<file path="src/rtl/core/esfl_pkg.sv">
`timescale 1ns / 1ps
// esfl_pkg: shared types, widths and command/status structs for the
// edge shared face lookup block; no dependencies

package esfl_pkg;

  localparam int NumVerts         = 4096;
  localparam int VertW            = 12;
  localparam int FaceW            = 13;
  localparam int CountW           = 7;
  localparam int ListDepthDefault = 64;

  localparam logic [CountW-1:0] CountMax = '1;

  localparam logic FuncAppend = 1'b0;
  localparam logic FuncQuery  = 1'b1;

  typedef struct packed {
    logic             func;
    logic [VertW-1:0] vertex_a;
    logic [VertW-1:0] vertex_b;
    logic [VertW-1:0] vertex_c;
    logic [FaceW-1:0] face_id;
  } req_t;

  typedef struct packed {
    logic [FaceW-1:0]  face_one;
    logic [FaceW-1:0]  face_two;
    logic [CountW-1:0] match_count;
    logic              overflow;
  } rsp_t;

  typedef struct packed {
    logic load;
    logic clr;
    logic len_rd;
    logic app_wr;
    logic cap_la;
    logic sel;
    logic walk_rd;
    logic key_ld;
    logic probe_rd;
    logic probe_cmp;
    logic next_i;
  } cmd_t;

  typedef struct packed {
    logic clr_done;
    logic corner_last;
    logic walk_done;
    logic other_empty;
    logic probe_end;
  } sts_t;

endpackage

</file>
<file path="src/rtl/core/esfl_ctrl.sv">
`timescale 1ns / 1ps
// esfl_ctrl: sequencer for clearing, appends and edge queries
// depends on esfl_pkg

module esfl_ctrl import esfl_pkg::*; (
  input  logic clk_i,
  input  logic rst_ni,
  input  logic start_i,
  input  logic func_i,
  input  sts_t sts_i,
  output logic busy_o,
  output logic done_o,
  output cmd_t cmd_o
);

  localparam logic [3:0] StClr  = 4'd0;
  localparam logic [3:0] StIdle = 4'd1;
  localparam logic [3:0] StARd  = 4'd2;
  localparam logic [3:0] StAWr  = 4'd3;
  localparam logic [3:0] StQLa  = 4'd4;
  localparam logic [3:0] StQLb  = 4'd5;
  localparam logic [3:0] StQSel = 4'd6;
  localparam logic [3:0] StWChk = 4'd7;
  localparam logic [3:0] StWKey = 4'd8;
  localparam logic [3:0] StSRd  = 4'd9;
  localparam logic [3:0] StSCmp = 4'd10;
  localparam logic [3:0] StDone = 4'd11;

  logic [3:0] state_d, state_q;

  always_comb begin
    cmd_o   = '0;
    state_d = state_q;
    unique case (state_q)
      StClr: begin
        cmd_o.clr = 1'b1;
        if (sts_i.clr_done) state_d = StIdle;
      end
      StIdle: begin
        if (start_i) begin
          cmd_o.load = 1'b1;
          state_d    = (func_i == FuncQuery) ? StQLa : StARd;
        end
      end
      StARd: begin
        cmd_o.len_rd = 1'b1;
        state_d      = StAWr;
      end
      StAWr: begin
        cmd_o.app_wr = 1'b1;
        state_d      = sts_i.corner_last ? StDone : StARd;
      end
      StQLa: begin
        cmd_o.len_rd = 1'b1;
        state_d      = StQLb;
      end
      StQLb: begin
        cmd_o.cap_la = 1'b1;
        cmd_o.len_rd = 1'b1;
        state_d      = StQSel;
      end
      StQSel: begin
        cmd_o.sel = 1'b1;
        state_d   = StWChk;
      end
      StWChk: begin
        if (sts_i.walk_done) begin
          state_d = StDone;
        end else begin
          cmd_o.walk_rd = 1'b1;
          state_d       = StWKey;
        end
      end
      StWKey: begin
        cmd_o.key_ld = 1'b1;
        if (sts_i.other_empty) begin
          cmd_o.next_i = 1'b1;
          state_d      = StWChk;
        end else begin
          state_d = StSRd;
        end
      end
      StSRd: begin
        cmd_o.probe_rd = 1'b1;
        state_d        = StSCmp;
      end
      StSCmp: begin
        cmd_o.probe_cmp = 1'b1;
        if (sts_i.probe_end) begin
          cmd_o.next_i = 1'b1;
          state_d      = StWChk;
        end else begin
          state_d = StSRd;
        end
      end
      StDone: begin
        state_d = StIdle;
      end
      default: begin
        state_d = StIdle;
      end
    endcase
  end

  always_ff @(posedge clk_i or negedge rst_ni) begin
    if (!rst_ni) begin
      state_q <= StClr;
    end else begin
      state_q <= state_d;
    end
  end

  assign busy_o = (state_q != StIdle);
  assign done_o = (state_q == StDone);

endmodule

</file>
<file path="config.mk">
export PLATFORM = sky130hd
export DESIGN_NAME = esfl_ctrl
export DESIGN_NICKNAME = d
export VERILOG_FILES = /design/src/rtl/core/esfl_pkg.sv /design/src/rtl/core/esfl_ctrl.sv
export SDC_FILE = /design/constraint.sdc
export NUM_CORES = 1
export LEC_CHECK = 0
export BUFFER_PORTS_ARGS = -buffer_cell sky130_fd_sc_hd__buf_2
export CAP_MARGIN = 15
export CORE_AREA = 2 2 39 41
export DETAILED_ROUTE_END_ITERATION = 8
export DIE_AREA = 0 0 41 43
export PLACE_DENSITY = 0.67
export SETUP_SLACK_MARGIN = 0.2
export SLEW_MARGIN = 25
export SYNTH_ARGS = -nofsm -noshare
export SYNTH_HDL_FRONTEND = slang
export SYNTH_SLANG_ARGS = --single-unit
</file>
<file path="constraint.sdc">
create_clock -name clk_i -period 1.5 [get_ports clk_i]
set_input_delay 0.225 -clock clk_i [delete_from_list [all_inputs] [get_ports clk_i]]
set_output_delay 0.225 -clock clk_i [all_outputs]
set_load 0.05 [all_outputs]
</file>
Yosys cells after proc, flatten, opt, wreduce, memory -nomap -nowiden
Cells that the tools add are included.
Storage, ports and cells
  flip-flop bits (word level): 4
  bits of input ports: 9
  output and inout port bits: 13
  word-level logic and storage cells: 41
Operators by class
  eq/ne operators: 14
  muxes and demuxes: 23
  reduce and logical (&&, ||, !) cells: 3
Operators with widths (count)
  $pmux W4 S11: 1
  $mux W4: 5
  $eq A4 B3 Y1 const B: 4
  $eq A4 B4 Y1 const B: 4
  $mux W1: 14
  $eq A4 B2 Y1 const B: 2
  $eq A4 B1 Y1 const B: 1
  $logic_not A4 Y1: 1
  $ne A2 B2 Y1 const B: 2
  $ne A4 B1 Y1 const B: 1
  $mux W3: 1
  $reduce_or A3 Y1: 1
  $mux W2: 1
  $pmux W1 S2: 1
  $reduce_and A2 Y1: 1

Depth between registers and ports, before layout
  depth in word-level cells: 3
  mapped depth: 5
  depth with buffers taken out: 4

Worst setup path after synthesis
OpenSTA, ideal clock, no wires.
  path type: reg-to-reg
  from: register state_q[2]
  to: register state_q[0]
  setup time: 212 ps
  arrival time: 2209 ps
  data required time: 1288 ps
  setup slack: -921 ps
  stages on the path, launching flop included: 4
  buffers on the path: 1
  period minus slack after synthesis: 2421 ps
  path through: dfrtp_1 > buf_2 > nor4_1 > a2bb2oi_1
Between the ends
  longest elaborated chain between the ends: 3
  elaborated cells between the ends (all ways): 15
  classes of those cells: 12 x eq/ne; 1 x mux; 2 x reduce/logical
RTL lines
  from (decl): line esfl_ctrl.sv:29  | logic [3:0] state_d, state_q;
  from (signal assigned): line esfl_ctrl.sv:107  | state_q <= StClr;
  from (signal assigned): line esfl_ctrl.sv:109  | state_q <= state_d;
  $eq A4 B1 Y1 or $logic_not A4 Y1 (tied branches): line esfl_ctrl.sv:34  | unique case (state_q)
  $ne A2 B2 Y1 (no line)
  $reduce_and A2 Y1 (no line)
Parallel ways exist; a longest one is shown, timed or not.
A chain may end at the register's enable or synchronous reset.

==> key figures <==
Synthesis
  – Mean Syn Cell Area: 6.85 um^2
  – Post-synthesis sequential area ratio: 24.8%
  – Share of the synthesized area in the top cell type: 24.8%
  – YS warnings: 0
  – Post-synthesis cell type count: 28
  – Post-synthesis net count: 68
  – Main area contributors after synthesis: dfrtp_1 25%, nand2_1 7.4%, nor2_1 7.4%
  – Post-Syn Instances: 59
  – Cell accounting for the most synthesized area: dfrtp_1
  – Mapped cell area: 404 um^2
  – Synth Register Bits: 4

Drt
  – Wire per inst: 16.2 um
  – Post-route ant nets: 0
  – Vias/cell: 5.34
  – WL final: 1960 um
  – DRC Markers: 0
  – Pre-antenna DRT Iters: 6
  – Starting DRT DRC Count: 7
  – Vias: 646

Floorplanning
  – Core area: 1380 um^2
  – Die area: 1760 um^2
  – Die Wd: 41 um
  – Die Y: 43 um
  – Ports: 22
  – Initial Utilization: 29.2%
  – Rows: 14

Outcome
  – Failing checks: setup timing
  – Status: finished with violations

Critical path
  – Max FO, Critical Path: 3
  – CP Class: register to primary output
  – CP Launch Type: register
  – WP data arrival: 1.41 ns
  – Nature of the critical path endpoint: primary output
  – Critical Path RT: 1.27 ns

STA
  – RSZ-0062 raised after global routing: true
  – Tmin final: 1.64 ns
  – Final WS setup: -0.136 ns
  – Setup TNS: -0.469 ns
  – Post-route clock period utilization: 109%
  – Max Transition Viols Final: 0
  – Worst-margin pin slew: 0.235 ns
  – Final Setup Violations: 9
  – Final Hold Vio Count: 0
  – Max Clock Skew: 0.00421 ns
  – Slew headroom: 84.2%
  – Max Clk Rate: 0.611 GHz

Placed design
  – Hpwl dp: 1040 um
  – Post-Place Cells: 103
  – Placed Instance Area: 732 um^2
  – Setup WS pre-CTS: 0.0440 ns
  – Placer congestion estimate: 0.882
  – Port bufs: 21

Clocking
  – CTS max path bufs: 2
  – CTS sink count: 4
  – CTS tree: done
  – Num CTS Buffers: 3
  – CTS HTree Levels: 1
  – Clock root buffer: clkbuf_4
  – Worst skew pair latency: 0.24 ns
  – Clock-pin slew on the worst setup and hold paths: 0.04 ns

Power and ir drop
  – Overall power: 2.53 mW
  – Peak supply drop: 1270 uV
  – Leak: 0.485 nW
  – Power Dens Cells: 2230 nW/um^2

Layout
  – Commonest non-fill, non-tap cell in the layout: buf_6
  – Diode count: 0
  – Register area: 103 um^2
  – Area added between synthesis and finish: 181%
  – Cell area after layout: 1130 um^2
  – Largest reg by FF count: state_q
  – Largest register FFs: 4
  – Layout net count: 116
  – Finished Layout Cells: 121
  – Top Registers: state_q (4)
  – Most frequent cells in the layout: 18 x buf_6, 10 x buf_4, 8 x buf_2
  – Fillers: 75
  – Area of the multi-input gates: 445 um^2
  – Layout cells sized above 1: 75.2%

Global route
  – Pin count of the biggest net entering global routing: 11
  – Via count of the first global-routing pass: 660
  – Initial antenna violation count: 0
  – Total track usage: 23.1%
  – Gr ovfl total: 0
  – Global-route wire length before repair: 2820 um

Hold path
  – Min-Delay Path Class: input pin to register

Flow run
  – Max Cap Viol: 0
-- metrics by stage --
stage / hold WS, ns / utilization [%]
finish: 0.211 / 82.0
CTS: 0.210 / 71.4
global route: 0.205 / 82.0
floorplan: -0.0706 / -
detailed placement: 0.0377 / 52.9
global placement: 0.0346 / 52.9
-- worst max-delay path: stages (launching register included) --
cell and delay [ns]:
dfrtp_1 0.40, inv_2 0.09, nand2_2 0.07, or3_4 0.39
clkinvlp_4 0.09, buf_8 0.14
-- report_power, final --
part | internal, mW | switching (mW)
logic | 1.06 | 1.11
clock network | 0.0899 | 0.0497
registers | 0.157 | 0.0678
-- layer usage --
metal	routed length, um	up-vias	track usage, %
met5	0	-	0
met4	24	0	5.33
met3	118	4	6.81
met2	1090	31	38.8
met1	727	309	27.5
li1	-	302	-
-- cell type report --
class,count,area share [%]
Inverter,4,2.76
Clock buffer,3,1.98
Multi-Input combinational cell,46,39.3
Sequential cell,4,9.04
Tap cell,16,1.76
Timing Repair Buffer,48,45.2
-- what timing repair did --
| action | 4_1_cts | 5_1_grt |
|---|---|---|
| buffers inserted | 7 | 7 |
| resized for setup | 48 | 19 |
| endpoints found under the setup margin | 16 | 17 |
| hold buffers | 1 | 0 |
| endpoints found under the hold margin | 4 | 0 |
| pin swaps | 5 | 9 |
-- cells in the mapped netlist, drive strengths merged --
cell type  instances
nand2              9
nand3              2
and3               1
a311oi             1
nor2               8
nor3               4
o211ai             2
buf                5
a2bb2oi            1
a31oi              1
nor4               1
mux2               1
nand3b             1
or3                2
o22ai              2
a21oi              3
dfrtp              4
nor2b              1
o21ai              2
mux2i              1
a32o               1
nand2b             2
inv                4
-- path summary, 6_finish.rpt --
| check | slack, ns | end | start | cells after the start |
|---|---|---|---|---|
| max in group asynchronous | 1.04 | state_q[1] | rst_ni | 2 |
| min reg2reg | 0.59 | state_q[3] | state_q[0] | 1 |
| max reg2reg | -0.02 | state_q[0] | state_q[1] | 6 |
| max | -0.14 | cmd_o[0] | state_q[2] | 5 |
| min in group asynchronous | 0.32 | state_q[0] | rst_ni | 2 |
| min | 0.21 | state_q[0] | sts_i[4] | 3 |
-- cells by family after synthesis --
kind of cell | Yosys count | share of synthesized area, %
AOI/OAI and AO/OA | 13 | 21.4
buffers and inverters | 9 | 12.1
DFF | 4 | 24.8
muxes | 2 | 5.26
and+or+nand+nor | 31 | 36.5
Power figures use the tool's default switching activity.
